$ cat config.mk
export PLATFORM = sky130hd
export DESIGN_NAME = shpc_ctrl
export DESIGN_NICKNAME = d
export VERILOG_FILES = /design/src/design/shpc_pkg.sv /design/src/design/shpc_ctrl.sv
export SDC_FILE = /design/constraint.sdc
export NUM_CORES = 1
export LEC_CHECK = 0
export ABC_AREA = 1
export BUFFER_PORTS_ARGS = -buffer_cell sky130_fd_sc_hd__buf_2
export CAP_MARGIN = 20
export CORE_AREA = 2 2 39 41
export CTS_CLUSTER_DIAMETER = 120
export CTS_CLUSTER_SIZE = 24
export DETAILED_ROUTE_END_ITERATION = 7
export DIE_AREA = 0 0 41 43
export GPL_ROUTABILITY_DRIVEN = 0
export PLACE_DENSITY = 0.73
export SYNTH_ARGS = -nofsm -noshare
export SYNTH_HDL_FRONTEND = slang
export SYNTH_SLANG_ARGS = --single-unit
$ cat constraint.sdc
create_clock -name clock -period 1.5 [get_ports clock]
set_clock_uncertainty 0.1 [all_clocks]
set_input_delay 0.075 -clock clock [delete_from_list [all_inputs] [get_ports clock]]
set_output_delay 0.075 -clock clock [all_outputs]
set_load 0.03 [all_outputs]
$ cat src/design/shpc_pkg.sv
package shpc_pkg;

   // table geometry
   localparam int MAX_SIGNATURES = 64;
   localparam int MAX_PHASES     = 16;

   localparam int SLOT_W  = (MAX_SIGNATURES > 1) ? $clog2(MAX_SIGNATURES) : 1;
   localparam int CNT_W   = $clog2(MAX_SIGNATURES + 1);
   localparam int PJ_W    = (MAX_PHASES > 1) ? $clog2(MAX_PHASES) : 1;
   localparam int PC_AW   = (MAX_SIGNATURES * MAX_PHASES > 1) ?
                            $clog2(MAX_SIGNATURES * MAX_PHASES) : 1;

   // fixed field widths
   localparam int PHASE_W  = 5;
   localparam int STATUS_W = 2;
   localparam int SLOTF_W  = 6;
   localparam int HASH_W   = 64;
   localparam int CTR_W    = 32;

   // FNV-1a-style fold over 64-bit words, nonstandard offset basis: prime = 2^40 + 435
   localparam logic [HASH_W-1:0] FNV_BASIS     = 64'd1469598103934665603;
   localparam logic [HASH_W-1:0] FNV_PRIME_LO  = 64'd435;
   localparam int                FNV_PRIME_SHL = 40;

   localparam int HASH_STEPS = 10;
   localparam int HSTEP_W    = $clog2(HASH_STEPS);

   // result status codes
   localparam logic [STATUS_W-1:0] STAT_IGNORED = 2'd0;
   localparam logic [STATUS_W-1:0] STAT_HIT     = 2'd1;
   localparam logic [STATUS_W-1:0] STAT_NEW     = 2'd2;
   localparam logic [STATUS_W-1:0] STAT_FULL    = 2'd3;

   // register map
   localparam int CSR_AW = 3;
   localparam logic REG_COLLECT_ENABLE = 1'b0;

   typedef struct packed {
      logic                start;      // capture item, reset work registers
      logic                fold;       // one hash fold
      logic                scan;       // advance table search
      logic                hit_take;   // latch matching slot
      logic                insert;     // append new entry
      logic                ovf;        // table full on a miss
      logic                pc_inc;     // write back incremented phase counter
      logic                clr;        // phase row sweep, one counter a cycle
      logic                set_status;
      logic [STATUS_W-1:0] status;
      logic                load_out;   // move result to output register
   } cmd_type;

   typedef struct packed {
      logic record;     // enabled and phase in range
      logic hash_last;
      logic empty;
      logic full;
      logic hit;
      logic last;       // compared the last valid entry
      logic clr_last;
      logic out_free;
   } stat_type;

   function automatic logic [HASH_W-1:0] fnv_fold(input logic [HASH_W-1:0] h,
                                                 input logic [HASH_W-1:0] w);
      logic [HASH_W-1:0] x;
      x = h ^ w;
      return (x << FNV_PRIME_SHL) + x * FNV_PRIME_LO;
   endfunction

endpackage

$ cat src/design/shpc_ctrl.sv
module shpc_ctrl (
   input  logic              clock,
   input  logic              reset,
   input  logic              req_valid,
   output logic              req_stall,
   input  shpc_pkg::stat_type st,
   output shpc_pkg::cmd_type  cmd
);
   import shpc_pkg::*;

   typedef enum logic [6:0] {
      S_IDLE   = 7'b0000001,
      S_HASH   = 7'b0000010,
      S_SCAN   = 7'b0000100,
      S_HIT_RD = 7'b0001000,
      S_HIT_WR = 7'b0010000,
      S_CLEAR  = 7'b0100000,
      S_FINISH = 7'b1000000
   } state_type;

   state_type state_ff, state_in;

   assign req_stall = (state_ff != S_IDLE);

   always_comb begin
      state_in = state_ff;
      cmd      = '0;
      unique case (state_ff)
         S_IDLE: begin
            if (req_valid) begin
               cmd.start = 1'b1;
               state_in  = S_HASH;
            end
         end
         S_HASH: begin
            cmd.fold = 1'b1;
            if (st.hash_last) begin
               state_in = st.record ? S_SCAN : S_FINISH;
            end
         end
         S_SCAN: begin
            cmd.scan = 1'b1;
            if (st.hit) begin
               cmd.hit_take   = 1'b1;
               cmd.set_status = 1'b1;
               cmd.status     = STAT_HIT;
               state_in       = S_HIT_RD;
            end else if (st.empty || st.last) begin
               cmd.set_status = 1'b1;
               if (st.full) begin
                  cmd.ovf    = 1'b1;
                  cmd.status = STAT_FULL;
                  state_in   = S_FINISH;
               end else begin
                  cmd.insert = 1'b1;
                  cmd.status = STAT_NEW;
                  state_in   = S_CLEAR;
               end
            end
         end
         S_HIT_RD: begin
            state_in = S_HIT_WR;
         end
         S_HIT_WR: begin
            cmd.pc_inc = 1'b1;
            state_in   = S_FINISH;
         end
         S_CLEAR: begin
            cmd.clr = 1'b1;
            if (st.clr_last) begin
               state_in = S_FINISH;
            end
         end
         S_FINISH: begin
            if (st.out_free) begin
               cmd.load_out = 1'b1;
               state_in     = S_IDLE;
            end
         end
         default: begin
            state_in = S_IDLE;
         end
      endcase
   end

   always_ff @(posedge clock) begin
      if (reset) begin
         state_ff <= S_IDLE;
      end else begin
         state_ff <= state_in;
      end
   end

endmodule

## After elaboration in Yosys (flattened, before gate mapping)

Cells that the tools add are included.

- Eq/ne operators: 13
- Reductions and logical operators: 2
- Mux-type cells: 26

Operators with widths:

| cell | count |
|---|---|
| 2-to-1 mux 7 bit | 8 |
| one-hot mux 7 bit (7 select lines) | 1 |
| 2-to-1 mux 1 bit | 11 |
| 2-to-1 mux 3 bit | 3 |
| != test 2 bit (second input constant) | 4 |
| == test 7 x 1 -> 1 bit (second input constant) | 1 |
| == test 7 x 2 -> 1 bit (second input constant) | 1 |
| == test 7 x 3 -> 1 bit (second input constant) | 1 |
| == test 7 x 4 -> 1 bit (second input constant) | 1 |
| == test 7 x 5 -> 1 bit (second input constant) | 1 |
| == test 7 x 6 -> 1 bit (second input constant) | 1 |
| == test 7 bit (second input constant) | 1 |
| != test 7 x 1 -> 1 bit (second input constant) | 1 |
| AND reduction 5 bit | 1 |
| 2-to-1 mux 2 bit | 2 |
| 2-to-1 mux 4 bit | 1 |
| != test 3 bit (second input constant) | 1 |
| logical OR 1 bit | 1 |

- Register bits after elaboration: 7

## Logic depth before layout (Yosys ltp)

- Depth in word-level cells: 4
- Depth in mapped cells: 9

## Worst setup path after synthesis

OpenSTA, ideal clock, no wires.

- Path type: register to output
- Start: register state_ff[6]
- End: output port cmd[6] (netlist name)
- Cell stages (with the launch flop): 8
- Required time: 1325 ps
- Arrival: 1689 ps
- Path buffers: 0
- Setup slack: -364 ps
- Path through: dfxtp_1 -> inv_2 -> nand2_2 -> nor2_4 -> nand2_2 -> nor3_2 -> inv_1 -> nor2_1

RTL lines:

| item | line | text |
|---|---|---|
| start, declared | shpc_ctrl.sv:21 | `state_type state_ff, state_in;` |
| start signal, assigned | shpc_ctrl.sv:90 | `state_ff <= state_in;` |
| end, declared | shpc_ctrl.sv:7 | `output shpc_pkg::cmd_type cmd` |

==> impl_metrics.ini <==
[die]
rows = 14
fp.dieArea_sq_mm = 0.00176
chipWidth_microns = 41
num_io_pins = 24
die_h_microns = 43
core_area_sq_mm = 0.00138
start_util_pct = 41.3

[routing]
drtPass1Iterations = 4
num_vias = 777
wl_met3_microns = 79
drc_errors = 0
drt-initial-drc-count = 11
ant_nets = 0
wl_per_cell_microns = 12.3
via_per_inst = 4.86
topRoutingLayerUsed = met4
wl_mm = 1.98
met1_length_microns = 825
wl_met2_mm = 1.03

[final_layout]
top_regs = state_ff (7)
final.fill_count = 105
largest_reg_flops = 7
diodes = 0
stdcell_count = 160
final_cell_area_sq_mm = 0.00104
regMostFlops = state_ff
drive_above_1_share_pct = 59.0
area_delta_synth_final_pct = 81.6
finalNetCount = 156
fin_util_pct = 75.0
final_cell_mix = nor2_1, nand2_1, buf_2

[worst_setup_path]
worstSetupPathType = reg2out
ff2ff_path_depth = 11
critPathRequiredTime_ps = 1320
crit_path_end_kind = primary output
cp-start-kind = flop
crit_fanout = 4
cp.arrival_ps = 1390

[cts]
cts_sinks = 7
path_clk_slew_ps = 60
cts_buffer_depth = 2
h-tree-depth = 1
cts_inserted_buffers = 3
root_buffer = clkbuf_4
insertion_delay_ps = 270
cts_tree = done

[synthesis]
ys_types = 18
post_synth.cell_area_avg_sq_um = 5.55
syn_area_sq_um = 572
ys_seq_elements = 7
synth_cells = 103
synth.net_count = 114
ys.warnings.count = 0
synth_seq_area_share_pct = 24.5

[sta]
clock.fmax_mhz = 639
relSlewSlack_pct = 85.7
setup_viol = 2
rsz0062_at_grt = true
slew_viol_final = 0
fin_ws_ps = -65.5
min_period_ps = 1570
fin_crit_sh_pct = 104
hold_viol_final = 0
worstMarginPinSlew_ps = 214

[worst_hold_path]
hold_path_class = in2reg
whs_path_depth = 5

[job]
cap_violations = 0

[power]
powerDensity_mw_per_mm2 = 1370
ir_worst_vdd_mv = 0.839
p_leak_nw = 0.550

[grt]
overflow = 0
grt_pass1_vias = 720
grt_usage_pct = 23.8
grt_max_degree = 7
grt_pass1_wl_mm = 2.85
antenna_found_initial = 0

[run_status]
status = complete, but fails checks
violations = negative setup slack

[place]
io_buffers = 23
dp_cells = 143
hpwlAfterDp_mm = 1.16
dpl-instance-area_sq_um = 756
what timing repair did:
item	in CTS	in global routing
gates resized for setup	20	33
endpoints found under the setup margin	9	16
endpoints found under the hold margin	3	0
pin swaps	6	12
hold buffers	1	0
buffers inserted	9	3
per-layer routing:
| metal | vias up | global-route usage [%] |
|---|---|---|
| met5 | - | 0 |
| met4 | 0 | 10.0 |
| met3 | 4 | 6.28 |
| met2 | 24 | 38.4 |
| met1 | 353 | 28.2 |
| li1 | 396 | - |
report_power, final:
part           internal, mW  leakage, nW  total (mW)  switching (mW)
Clock                 0.102       0.0150       0.182          0.0797
Sequential            0.243       0.0599       0.306          0.0632
Combinational         0.364        0.475       0.935           0.571
synth_stat cells (all sizes together):
| library cell | instances | share of area, % |
|---|---|---|
| nand3b | 1 | 1.3 |
| nand4 | 1 | 1.1 |
| o21bai | 1 | 1.3 |
| inv | 22 | 14 |
| o21a | 1 | 1.3 |
| nand2 | 24 | 17 |
| nand3 | 13 | 13 |
| nor3 | 3 | 3.5 |
| a21oi | 1 | 0.87 |
| nor3b | 1 | 1.3 |
| nor2 | 28 | 20 |
| dfxtp | 7 | 25 |
critical path, stage by stage (launching register included):
cell and delay, ps:
dfxtp_2 340, inv_2 60, nand2_2 70, nor2_4 110, nand2_4 80, nor3_4 130, inv_2 80, nor2_4 100
buf_6 140
path summary, 6_finish.rpt:
check / from / endpoint / slack (ps)
worst max-delay path: state_ff[1]$_SDFFE_PP0P_ / cmd[6] / -70
worst min-delay path: st[7] / state_ff[2]$_SDFFE_PP0P_ / 30
worst max register to register: state_ff[4]$_SDFFE_PP0P_ / state_ff[5]$_SDFFE_PP0P_ / 40
worst min register to register: state_ff[2]$_SDFFE_PP0P_ / state_ff[2]$_SDFFE_PP0P_ / 420
per-stage QoR:
step / hold WS [ps] / TNS [ps] / power, mW / setup slack [ps]
detailed placement: 184 / 0 / 0.949 / 37.1
global route: 66.0 / -621 / 1.53 / -152
global placement: 180 / 0 / 0.938 / 76.2
floorplan: 36.7 / -66.1 / 0.789 / -44.8
CTS: 38.1 / -256 / 1.26 / -88.6
finish: 34.8 / -103 / 1.42 / -65.5
final cells by class:
class,instances,area (sq um),area share (%)
Multi-Input combinational cell,74,485,46.7
Timing Repair Buffer,37,273,26.3
Sequential cell,7,151,14.6
Inverter,22,82.6,7.95
Clock buffer,4,26.3,2.53
Tap cell,16,20.0,1.93
cells by family after synthesis:
group           count (synthesis)  share of synthesized area [%]
flops                           7                           24.5
simple gates                   71                           57.6
buf+inv                        22                           14.4
compound gates                  3                           3.50
Power figures use the tool's default switching activity.
